[src/rtl/skl_pkg.sv]
// shared types, constants and face derivation for the style keyed lru cache
// no dependencies; used by skl_ctrl, skl_dp and style_keyed_lru_cache_top
package skl_pkg;

   // cache geometry
   localparam int CACHE_ENTRIES = 32;
   localparam int IDX_W = $clog2(CACHE_ENTRIES);
   localparam int CNT_W = $clog2(CACHE_ENTRIES + 1);

   // field widths
   localparam int FAMILY_W = 3;
   localparam int WEIGHT_W = 10;
   localparam int SIZE_W = 24;
   localparam int FACE_W = 5;
   localparam int TF_W = 8;
   localparam int SLOT_W = 5;
   localparam int STAMP_W = 32;
   localparam int CSR_IDX_W = 3;
   localparam int CSR_DATA_W = 8;

   // weight class thresholds
   localparam logic [WEIGHT_W-1:0] WEIGHT_HEAVY = WEIGHT_W'(800);
   localparam logic [WEIGHT_W-1:0] WEIGHT_BOLD = WEIGHT_W'(600);
   localparam logic [WEIGHT_W-1:0] WEIGHT_LIGHT = WEIGHT_W'(300);

   // face code bits
   localparam logic [FACE_W-1:0] FACE_ITALIC = 5'h01;
   localparam logic [FACE_W-1:0] FACE_BOLD = 5'h02;
   localparam logic [FACE_W-1:0] FACE_HEAVY = 5'h04;
   localparam logic [FACE_W-1:0] FACE_LIGHT = 5'h08;
   localparam logic [FACE_W-1:0] FACE_REGULAR = 5'h10;

   // generic family codes
   localparam logic [FAMILY_W-1:0] FAM_SERIF = 3'd1;
   localparam logic [FAMILY_W-1:0] FAM_MONO = 3'd2;
   localparam logic [FAMILY_W-1:0] FAM_CURSIVE = 3'd3;
   localparam logic [FAMILY_W-1:0] FAM_FANTASY = 3'd4;

   // configuration register indexes
   localparam logic [CSR_IDX_W-1:0] REG_SANS = 3'd0;
   localparam logic [CSR_IDX_W-1:0] REG_SERIF = 3'd1;
   localparam logic [CSR_IDX_W-1:0] REG_MONO = 3'd2;
   localparam logic [CSR_IDX_W-1:0] REG_CURSIVE = 3'd3;
   localparam logic [CSR_IDX_W-1:0] REG_FANTASY = 3'd4;

   typedef enum logic [1:0] {
      ST_IDLE,
      ST_SEARCH,
      ST_UPDATE
   } state_type;

   // controller to datapath
   typedef struct packed {
      logic start;
      logic scan;
      logic update;
   } cmd_type;

   // datapath to controller
   typedef struct packed {
      logic scan_done;
      logic rsp_free;
   } status_type;

   typedef struct packed {
      logic [TF_W-1:0]   typeface;
      logic [FACE_W-1:0] face;
      logic [SIZE_W-1:0] size;
   } key_type;

   typedef struct packed {
      key_type            key;
      logic [STAMP_W-1:0] stamp;
   } entry_type;

   function automatic logic [FACE_W-1:0] derive_face(
      input logic italic,
      input logic oblique,
      input logic [WEIGHT_W-1:0] weight
   );
      logic [FACE_W-1:0] face;
      face = '0;
      if (italic || oblique) begin
         face = FACE_ITALIC;
      end
      if (weight >= WEIGHT_HEAVY) begin
         face = face | FACE_HEAVY;
      end else if (weight >= WEIGHT_BOLD) begin
         face = face | FACE_BOLD;
      end else if (weight <= WEIGHT_LIGHT) begin
         face = face | FACE_LIGHT;
      end
      if (face == '0) begin
         face = FACE_REGULAR;
      end
      return face;
   endfunction

endpackage

[src/rtl/skl_ctrl.sv]
// controller state machine for the style keyed lru cache
// depends on skl_pkg; drives commands into skl_dp and the request stall
module skl_ctrl (
   input  logic                clock,
   input  logic                reset,
   input  logic                req_valid,
   output logic                req_stall,
   input  skl_pkg::status_type status,
   output skl_pkg::cmd_type    cmd
);

   skl_pkg::state_type state_ff;
   skl_pkg::state_type state_in;

   // next state
   always_comb begin
      state_in = state_ff;
      case (state_ff)
         skl_pkg::ST_IDLE: begin
            if (req_valid) begin
               state_in = skl_pkg::ST_SEARCH;
            end
         end
         skl_pkg::ST_SEARCH: begin
            if (status.scan_done) begin
               state_in = skl_pkg::ST_UPDATE;
            end
         end
         skl_pkg::ST_UPDATE: begin
            if (status.rsp_free) begin
               state_in = skl_pkg::ST_IDLE;
            end
         end
         default: begin
            state_in = skl_pkg::ST_IDLE;
         end
      endcase
   end

   // outputs
   always_comb begin
      cmd = '0;
      req_stall = 1'b1;
      case (state_ff)
         skl_pkg::ST_IDLE: begin
            req_stall = 1'b0;
            cmd.start = req_valid;
         end
         skl_pkg::ST_SEARCH: begin
            cmd.scan = 1'b1;
         end
         skl_pkg::ST_UPDATE: begin
            cmd.update = status.rsp_free;
         end
         default: begin
            cmd = '0;
         end
      endcase
   end

   // state register
   always_ff @(posedge clock) begin
      if (reset) begin
         state_ff <= skl_pkg::ST_IDLE;
      end else begin
         state_ff <= state_in;
      end
   end

endmodule

[src/rtl/skl_dp.sv]
// datapath for the style keyed lru cache: config registers, key capture,
// entry memory, tag search with oldest stamp tracking, result register
// depends on skl_pkg; commanded by skl_ctrl
module skl_dp (
   input  logic                                clock,
   input  logic                                reset,
   input  skl_pkg::cmd_type                    cmd,
   output skl_pkg::status_type                 status,
   input  logic [skl_pkg::FAMILY_W-1:0]        req_family_code,
   input  logic                                req_italic_flag,
   input  logic                                req_oblique_flag,
   input  logic [skl_pkg::WEIGHT_W-1:0]        req_weight,
   input  logic [skl_pkg::SIZE_W-1:0]          req_scaled_size,
   output logic                                rsp_valid,
   input  logic                                rsp_stall,
   output logic                                rsp_hit,
   output logic [skl_pkg::SLOT_W-1:0]          rsp_slot,
   output logic [skl_pkg::FACE_W-1:0]          rsp_face_code,
   output logic [skl_pkg::TF_W-1:0]            rsp_typeface_id,
   output logic                                rsp_evicted,
   input  logic                                csr_write_en,
   input  logic [skl_pkg::CSR_IDX_W-1:0]       csr_index,
   input  logic [skl_pkg::CSR_DATA_W-1:0]      csr_write_data
);

   // configuration registers
   logic [skl_pkg::TF_W-1:0] sans_ff, serif_ff, mono_ff, cursive_ff, fantasy_ff;

   always_ff @(posedge clock) begin
      if (reset) begin
         sans_ff <= skl_pkg::TF_W'(1);
         serif_ff <= skl_pkg::TF_W'(2);
         mono_ff <= skl_pkg::TF_W'(3);
         cursive_ff <= skl_pkg::TF_W'(4);
         fantasy_ff <= skl_pkg::TF_W'(5);
      end else if (csr_write_en) begin
         case (csr_index)
            skl_pkg::REG_SANS:    sans_ff <= csr_write_data;
            skl_pkg::REG_SERIF:   serif_ff <= csr_write_data;
            skl_pkg::REG_MONO:    mono_ff <= csr_write_data;
            skl_pkg::REG_CURSIVE: cursive_ff <= csr_write_data;
            skl_pkg::REG_FANTASY: fantasy_ff <= csr_write_data;
            default: begin
            end
         endcase
      end
   end

   // typeface pick per family
   logic [skl_pkg::TF_W-1:0] tf_pick;

   always_comb begin
      case (req_family_code)
         skl_pkg::FAM_SERIF:   tf_pick = serif_ff;
         skl_pkg::FAM_MONO:    tf_pick = mono_ff;
         skl_pkg::FAM_CURSIVE: tf_pick = cursive_ff;
         skl_pkg::FAM_FANTASY: tf_pick = fantasy_ff;
         default:              tf_pick = sans_ff;
      endcase
   end

   // key capture and usage clock
   skl_pkg::key_type key_ff;
   logic [skl_pkg::STAMP_W-1:0] clock_ff;

   always_ff @(posedge clock) begin
      if (cmd.start) begin
         key_ff.typeface <= tf_pick;
         key_ff.face <= skl_pkg::derive_face(req_italic_flag, req_oblique_flag, req_weight);
         key_ff.size <= req_scaled_size;
      end
   end

   always_ff @(posedge clock) begin
      if (reset) begin
         clock_ff <= '0;
      end else if (cmd.start) begin
         clock_ff <= clock_ff + skl_pkg::STAMP_W'(1);
      end
   end

   // entry memory
   skl_pkg::entry_type mem [skl_pkg::CACHE_ENTRIES];
   skl_pkg::entry_type rd_data_ff;
   logic [skl_pkg::CNT_W-1:0] filled_ff;
   logic [skl_pkg::CNT_W-1:0] rd_idx_ff;
   logic [skl_pkg::IDX_W-1:0] cmp_idx_ff;
   logic cmp_vld_ff;
   logic found_ff;
   logic [skl_pkg::IDX_W-1:0] found_idx_ff;
   logic min_vld_ff;
   logic [skl_pkg::STAMP_W-1:0] min_stamp_ff;
   logic [skl_pkg::IDX_W-1:0] min_idx_ff;
   logic issue;
   logic match;
   logic full;
   logic [skl_pkg::IDX_W-1:0] target;
   logic wr_en;

   assign issue = cmd.scan && !found_ff && (rd_idx_ff < filled_ff);
   assign match = cmp_vld_ff && (rd_data_ff.key == key_ff);
   assign full = (filled_ff == skl_pkg::CNT_W'(skl_pkg::CACHE_ENTRIES));

   // one entry read per cycle during the search
   always_ff @(posedge clock) begin
      if (issue) begin
         rd_data_ff <= mem[rd_idx_ff[skl_pkg::IDX_W-1:0]];
         cmp_idx_ff <= rd_idx_ff[skl_pkg::IDX_W-1:0];
      end
   end

   // search control: address counter, hit and oldest stamp tracking
   always_ff @(posedge clock) begin
      if (reset || cmd.start) begin
         rd_idx_ff <= '0;
         cmp_vld_ff <= 1'b0;
         found_ff <= 1'b0;
         min_vld_ff <= 1'b0;
      end else begin
         cmp_vld_ff <= issue;
         if (issue) begin
            rd_idx_ff <= rd_idx_ff + skl_pkg::CNT_W'(1);
         end
         if (match && !found_ff) begin
            found_ff <= 1'b1;
         end
         if (cmp_vld_ff && (!min_vld_ff || rd_data_ff.stamp < min_stamp_ff)) begin
            min_vld_ff <= 1'b1;
         end
      end
   end

   always_ff @(posedge clock) begin
      if (match && !found_ff) begin
         found_idx_ff <= cmp_idx_ff;
      end
      if (cmp_vld_ff && (!min_vld_ff || rd_data_ff.stamp < min_stamp_ff)) begin
         min_stamp_ff <= rd_data_ff.stamp;
         min_idx_ff <= cmp_idx_ff;
      end
   end

   assign status.scan_done = cmd.scan && (found_ff || (!cmp_vld_ff && !issue));

   // replacement choice: hit entry, next empty entry, or oldest entry
   always_comb begin
      if (found_ff) begin
         target = found_idx_ff;
      end else if (!full) begin
         target = filled_ff[skl_pkg::IDX_W-1:0];
      end else begin
         target = min_idx_ff;
      end
   end

   assign wr_en = cmd.update;

   // entry write: key and fresh stamp
   always_ff @(posedge clock) begin
      if (wr_en) begin
         mem[target] <= '{key: key_ff, stamp: clock_ff};
      end
   end

   // fill count
   always_ff @(posedge clock) begin
      if (reset) begin
         filled_ff <= '0;
      end else if (wr_en && !found_ff && !full) begin
         filled_ff <= filled_ff + skl_pkg::CNT_W'(1);
      end
   end

   // result register
   logic rsp_valid_ff;

   assign status.rsp_free = !rsp_valid_ff || !rsp_stall;

   always_ff @(posedge clock) begin
      if (reset) begin
         rsp_valid_ff <= 1'b0;
      end else if (wr_en) begin
         rsp_valid_ff <= 1'b1;
      end else if (!rsp_stall) begin
         rsp_valid_ff <= 1'b0;
      end
   end

   always_ff @(posedge clock) begin
      if (wr_en) begin
         rsp_hit <= found_ff;
         rsp_slot <= skl_pkg::SLOT_W'(target);
         rsp_face_code <= key_ff.face;
         rsp_typeface_id <= key_ff.typeface;
         rsp_evicted <= !found_ff && full;
      end
   end

   assign rsp_valid = rsp_valid_ff;

endmodule

[src/rtl/style_keyed_lru_cache_top.sv]
// top level of the style keyed lru cache
// depends on skl_pkg, skl_ctrl and skl_dp
//
//   channel   direction  handshake             payload
//   req       in         req_valid/req_stall   family, italic, oblique, weight, size
//   rsp       out        rsp_valid/rsp_stall   hit, slot, face code, typeface id, evicted
//   csr       in         csr_write_en          csr_index, csr_write_data
//
// a miss passes through the accept in ST_IDLE, a tag search in ST_SEARCH that reads one
// entry per cycle from the single memory read port while tracking the oldest stamp and
// then drains the compare, and the write back in ST_UPDATE. a hit ends the search early.
// a stalled result holds the write back.
// reset loads the default typeface ids and clears the fill count and the usage clock.
// one transaction is in flight at a time; the result register lets a new
// request enter while the previous result is still stalled.
module style_keyed_lru_cache_top (
   input  logic                           clock,
   input  logic                           reset,
   input  logic                           req_valid,
   output logic                           req_stall,
   input  logic [skl_pkg::FAMILY_W-1:0]   req_family_code,
   input  logic                           req_italic_flag,
   input  logic                           req_oblique_flag,
   input  logic [skl_pkg::WEIGHT_W-1:0]   req_weight,
   input  logic [skl_pkg::SIZE_W-1:0]     req_scaled_size,
   output logic                           rsp_valid,
   input  logic                           rsp_stall,
   output logic                           rsp_hit,
   output logic [skl_pkg::SLOT_W-1:0]     rsp_slot,
   output logic [skl_pkg::FACE_W-1:0]     rsp_face_code,
   output logic [skl_pkg::TF_W-1:0]       rsp_typeface_id,
   output logic                           rsp_evicted,
   input  logic                           csr_write_en,
   input  logic [skl_pkg::CSR_IDX_W-1:0]  csr_index,
   input  logic [skl_pkg::CSR_DATA_W-1:0] csr_write_data
);

   skl_pkg::cmd_type    cmd;
   skl_pkg::status_type status;

   // controller
   skl_ctrl u_ctrl (
      .clock     (clock),
      .reset     (reset),
      .req_valid (req_valid),
      .req_stall (req_stall),
      .status    (status),
      .cmd       (cmd)
   );

   // datapath
   skl_dp u_dp (
      .clock            (clock),
      .reset            (reset),
      .cmd              (cmd),
      .status           (status),
      .req_family_code  (req_family_code),
      .req_italic_flag  (req_italic_flag),
      .req_oblique_flag (req_oblique_flag),
      .req_weight       (req_weight),
      .req_scaled_size  (req_scaled_size),
      .rsp_valid        (rsp_valid),
      .rsp_stall        (rsp_stall),
      .rsp_hit          (rsp_hit),
      .rsp_slot         (rsp_slot),
      .rsp_face_code    (rsp_face_code),
      .rsp_typeface_id  (rsp_typeface_id),
      .rsp_evicted      (rsp_evicted),
      .csr_write_en     (csr_write_en),
      .csr_index        (csr_index),
      .csr_write_data   (csr_write_data)
   );

endmodule
[config.mk]
export PLATFORM = sky130hd
export DESIGN_NAME = style_keyed_lru_cache_top
export DESIGN_NICKNAME = d
export VERILOG_FILES = /design/src/rtl/skl_pkg.sv /design/src/rtl/skl_ctrl.sv /design/src/rtl/skl_dp.sv /design/src/rtl/style_keyed_lru_cache_top.sv
export SDC_FILE = /design/constraint.sdc
export NUM_CORES = 2
export LEC_CHECK = 0
export BUFFER_PORTS_ARGS = -buffer_cell sky130_fd_sc_hd__buf_2
export CAP_MARGIN = 0
export CORE_UTILIZATION = 60
export CTS_CLUSTER_DIAMETER = 150
export DETAILED_ROUTE_END_ITERATION = 12
export PLACE_DENSITY_LB_ADDON = 0.15
export REMOVE_ABC_BUFFERS = 1
export SLEW_MARGIN = 20
export SYNTH_ARGS = -nofsm -noshare
export SYNTH_HDL_FRONTEND = slang
export SYNTH_SLANG_ARGS = --single-unit
export TNS_END_PERCENT = 20
[constraint.sdc]
create_clock -name clock -period 6.75 [get_ports clock]
set_clock_uncertainty 0.2 [all_clocks]
set_input_delay 0.675 -clock clock [delete_from_list [all_inputs] [get_ports clock]]
set_output_delay 0.675 -clock clock [all_outputs]
set_load 0.1 [all_outputs]
## Yosys cells after proc, flatten, opt, wreduce, memory -nomap -nowiden

Memories as Yosys holds them, arrays and structs flattened. A register that Yosys moved wholly into a read port is not among the register bits.
Cells that the tools add are included.

| word-level totals | value |
|---|---|
| memories kept | 1 |
| ROM bits | 0 |
| input port bits | 55 |
| RAM bits | 2208 |
| register bits | 194 |
| bits in latches | 0 |
| word-level logic and storage cells | 101 |

| cells by class | value |
|---|---|
| reduce and logical (&&, ||, !) cells | 31 |
| div/mod/pow operators | 0 |
| mux-type cells | 20 |
| order comparisons | 5 |
| add/sub/neg operators | 3 |
| bitwise operators | 0 |
| shift operators | 0 |
| $mul | 0 |
| eq/ne operators | 16 |

Memory list:

| name | words | width | rd ports | clocked after Yosys merged registers in | wr ports | RTL line | RTL |
|---|---|---|---|---|---|---|---|
| u_dp.mem | 32 | 69 | 1 | 1 | 1 | skl_dp.sv:83 | `skl_pkg::entry_type mem [skl_pkg::CACHE_ENTRIES];` |

Operator list:

| kind | count |
|---|---|
| 37-bit equality test | 1 |
| 32-bit by 1-bit adder with 32-bit output (second input constant) | 1 |
| 32-bit < comparator | 1 |
| 8-bit one-hot mux with 4 select lines | 1 |
| 5-bit 2-to-1 mux | 5 |
| 10-bit >= comparator (second input constant) | 2 |
| 6-bit by 1-bit adder with 6-bit output (second input constant) | 2 |
| 3-bit by 2-bit equality test with 1-bit output (second input constant) | 4 |
| 10-bit by 9-bit <= comparator with 1-bit output (second input constant) | 1 |
| 1-bit logical AND | 10 |
| 2-bit AND reduction | 5 |
| 1-bit 2-to-1 mux | 9 |
| 1-bit logical NOT | 7 |
| 3-bit by 1-bit equality test with 1-bit output (second input constant) | 2 |
| 3-bit equality test (second input constant) | 2 |
| 6-bit equality test (second input constant) | 1 |
| 6-bit < comparator | 1 |
| 2-bit 2-to-1 mux | 3 |
| 2-bit one-hot mux with 3 select lines | 1 |
| 5-bit logical NOT | 1 |
| 1-bit logical OR | 5 |
| 4-bit 2-to-1 mux | 1 |
| 2-bit by 1-bit inequality test with 1-bit output (second input constant) | 2 |
| 2-bit inequality test (second input constant) | 2 |
| 5 further kinds | 5 |

## Depth between registers and ports, before layout

| depth | value |
|---|---|
| word-level depth | 10 |
| depth in mapped cells | 9 |
| mapped depth without buffers | 7 |

## By module

A second synthesis with hierarchy kept.

| unflattened totals | value |
|---|---|
| cell total of the unflattened synthesis | 4273 |
| area, all modules | 94624.5 um2 |

By module, submodules not included:

| module | cells an instance | instances | area an instance (um2) |
|---|---|---|---|
| skl_dp | 4259 | 1 | 94503.1 |
| skl_ctrl | 14 | 1 | 121.4 |

## Worst setup path before layout

No wires, ideal clock.

| timing path | value |
|---|---|
| kind | register to register |
| from | register u_dp.rsp_valid_ff (netlist: u_dp.rsp_valid) |
| to | memory u_dp.mem[28][0] in the netlist's numbering (enable) |
| arrival | 4.751 ns |
| setup time | 0.497 ns |
| period minus slack after synthesis | 5.448 ns |
| slack | 1.302 ns |
| cell stages (with the launch flop) | 8 |
| cell sequence | dfxtp_1 > nand2_1 > nand2_1 > inv_1 > a32o_1 > nand2b_1 > clkbuf_1 > nor2_1 |

RTL lines:

| item | RTL line | RTL |
|---|---|---|
| start: declaration | skl_dp.sv:175 | `logic rsp_valid_ff;` |
| start signal: assignment | skl_dp.sv:181 | `rsp_valid_ff <= 1'b0;` |
| start signal: assignment | skl_dp.sv:183 | `rsp_valid_ff <= 1'b1;` |
| start signal: assignment | skl_dp.sv:185 | `rsp_valid_ff <= 1'b0;` |
| end: declaration | skl_dp.sv:83 |  |

==> metrics.md <==
| Metric | Value |
|---|---|
| Status | `finished clean` |
| Initial DRC count | `5394` |
| Pleak | `32.69 nW` |
| Yosys cell types | `62` |
| HP Class | `input port to register` |
| # setup viols final | `0` |
| RePlAce Congestion | `0.8055` |
| Commonest cells post-synth | `2381 x edfxtp_1, 569 x mux4_2, 257 x mux2i_1, 99 x nand2_1, 97 x clkbuf_1` |
| Die ar. | `159500 um^2` |
| Number of synthesized flops with an enable pin | `around 2400` |
| Met3 Usage GRT | `about 4%` |
| Die height | `around 400 um` |
| Worst Max-Slew Pin Slew | `1.115 ns` |
| Antenna violations before repair | `3` |
| Switching Share | `20.09%` |
| Vias in the first global route | `approximately 46000` |
| TritonRoute pass-1 iters | `6` |
| Width of the die | `around 400 um` |
| Switching Power | `just over 6 mW` |
| Port bufs | `76` |
| Average vias per placed instance | `6.636` |
| #FFs+latches synth | `about 2500` |
| Clock network fraction of total power | `between 40% and 50%` |
| Power share of the sequential group | `56.2%` |
| Max Slew Vio Count | `0` |
| # IOs | `between 70 and 80` |
| Pin count of the biggest net entering global routing | `124` |
| Routed WL | `221.6 mm` |
| Total Routing Usage GR | `28.24%` |
| Max cap viols | `0` |
| DP Worst Slack | `1.811 ns` |
| Worst Setup Slack, final | `2.419 ns` |
| GR peak layer | `met2` |
| Gate power share | `2.4%` |
| Ranking of synthesized cells by area | `edfxtp_1 75%, mux4_2 14%, mux2i_1 2.7%` |
| CTS max path bufs | `3` |
| Post-DP HPWL | `119.0 mm` |
| P per Cell Area | `around 280 nW/um^2` |
| TritonCTS Sinks | `2471` |
| Drt wl/cell | `32.49 um` |
| Kind of critical path | `input port to register` |
| Met1 Use GR | `40.56%` |
| Arrival time worst endpoint | `4.59 ns` |
| Async SR Flop Fraction | `0%` |
| H-tree Lvls | `4` |
| Layout cells sized above 1 | `around 25%` |
| Met2 Use GR | `between 40% and 50%` |
| DRT antenna net count | `0` |
| Starting density of the core | `between 60% and 70%` |
| Row count | `145` |
| Startpoint Class | `input port` |
| Clock latency on the worst-skew pair | `approximately 0.85 ns` |
| CTS tree | `yes` |
| Ys flop type | `edfxtp_1` |
| Syn Inst Count | `4277` |
| Achievable Freq | `230.9 MHz` |
| Total internal power | `24.06 mW` |
| DRC errors left | `0` |
| Netlist Area Pre-Place | `~95000 um^2` |
| Crit Path Max Fanout | `36` |
| Postcts setup bufs | `0` |
| Sequential fraction of the synthesis area | `between 70 and 80%` |
| Most common cell in the netlist | `edfxtp_1` |
| Critical path endpoint category | `register` |
| DP Area | `98360 um^2` |
| CTS Buf Count | `approximately 230` |
| Clock root cell | `clkbuf_16` |
| Setup TNS | `0 ns` |
| Max-slew headroom | `25.48%` |
| Fin area | `approximately 110000 um^2` |
| P&R area growth vs syn | `11.90%` |
| Total core area | `156600 um^2` |
| Total gr overflow | `0` |
| Cell taking the most area after synthesis | `edfxtp_1` |
| Hold Violations, Final | `0` |
| Resized Gates After CTS | `0` |
| Via count | `~45000` |
| N_diodes | `0` |
| Unrepaired setup endpoints after global routing | `false` |
| Nets | `between 4000 and 5000` |
| Critical Path RT | `7.01 ns` |
| First-pass GRT wire length | `~320 mm` |
| Area fraction of the dominant cell type after synthesis | `75.47%` |
| Post-route insts no fill | `6821` |
| Min Tclk post-route | `4.331 ns` |
| Placed Instances | `6352` |
| Max IR drop VDD | `0.0002867 V` |
| Synth Area per Inst | `22.15 um^2` |
| Crit share post-route | `64.16%` |
| Worst-path clk slew | `roughly 0.060 ns` |
| Yosys Warn Count | `0` |
## path summary, 6_finish.rpt
path / start / to / slack [ns] / depth (start not counted)
min reg2reg: u_dp.rd_data_ff[11]$_DFFE_PP_ / u_dp.min_stamp_ff[11]$_DFFE_PP_ / 0.24 / 0
max reg2reg: u_ctrl.state_ff[1]$_SDFFE_PP0P_ / u_dp.mem[30][64]$_DFFE_PP_ / 2.42 / 8
min: req_weight[8] / u_dp.key_ff[26]$_SDFFCE_PN0P_ / 0.07 / 2
max: rsp_stall / u_dp.mem[30][64]$_DFFE_PP_ / 2.42 / 10
## cell families (layout without fill, tap and decap cells)
logic type | Yosys count | count (layout) | synth area share [%]
buf+inv | 267 | 753 | 1.342
fa+ha+maj | 40 | 40 | 0.5283
mux | 831 | 831 | 16.30
compound gates | 269 | 269 | 2.077
xor+xnor | 69 | 69 | 0.6379
simple gates | 330 | 330 | 1.745
flops | 2471 | 2471 | 77.37
## state kept, by name (all words and copies together) (netlist names), 8 cells and up
name                  cells
u_dp.clock_ff            32
u_dp.cursive_ff           8
u_dp.fantasy_ff           8
u_dp.key_ff              37
u_dp.mem               2208
u_dp.min_stamp_ff        32
u_dp.mono_ff              8
u_dp.rd_data_ff          69
u_dp.rsp_typeface_id      8
u_dp.sans_ff              8
u_dp.serif_ff             8
## worst max-delay path: stages
cell           delay (ns)
dlygate4sd3_1        0.53
buf_2                0.12
nand2_1              0.15
nand2_1              0.11
clkinv_1             0.59
a32o_1               0.27
nand2_1              0.48
nor2_4               0.26
buf_4                0.56
buf_4                0.76
## stage by stage
| stage | total power, mW | hold slack (ns) | util (%) |
|---|---|---|---|
| floorplan | 17.75 | 0.2168 | - |
| global placement | 17.94 | 0.2256 | 62.80 |
| detailed placement | 17.96 | 0.2392 | 62.82 |
| CTS | 30.24 | 0.0006043 | 67.68 |
| global route | 30.86 | 0.04736 | 67.71 |
| finish | 30.11 | 0.06525 | 67.71 |
## per-layer routing
metal / part of all wire (%) / wire (um)
met5: 0.0036 / 8
met4: 2.5 / 5514
met3: 7.6 / 16770
met2: 50 / 110000
met1: 40 / 89270
## repair_timing
| action | in CTS | in global routing |
|---|---|---|
| endpoints found under the setup margin | 0 | 0 |
| hold endpoints to repair | 77 | 0 |
| hold buffers | 40 | 0 |
## area by class of cell
class,count,area [um^2]
sequential,2471,73320
fill,9673,50550
multi-input combinational,1539,20460
clock buffer,310,6369
tap,2058,2575
timing repair buffer,277,2260
clock inverter,116,839.6
inverter,50,187.7
## power groups by stage
stage          Sequential, mW  Combinational, mW  Clock (mW)
2_1_floorplan            17.4              0.354           0
3_3_place_gp             17.3              0.684           0
3_5_place_dp             17.3              0.700           0
4_1_cts                  16.9              0.720        12.6
5_1_grt                  16.9              0.776        13.2
6_report                 16.9              0.734        12.4
## cell usage in the layout, fill, tap and decap left out, types with 65 or more instances in the layout
master,netlist,routed
nand2_1,99,99
buf_4,45,140
mux2i_1,257,257
dfxtp_1,90,80
edfxtp_1,2381,2381
clkbuf_16,0,240
buf_2,44,75
mux4_2,569,569
xnor2_1,65,65
a21oi_1,69,68
No activity file was read; power rests on OpenSTA's default activity.
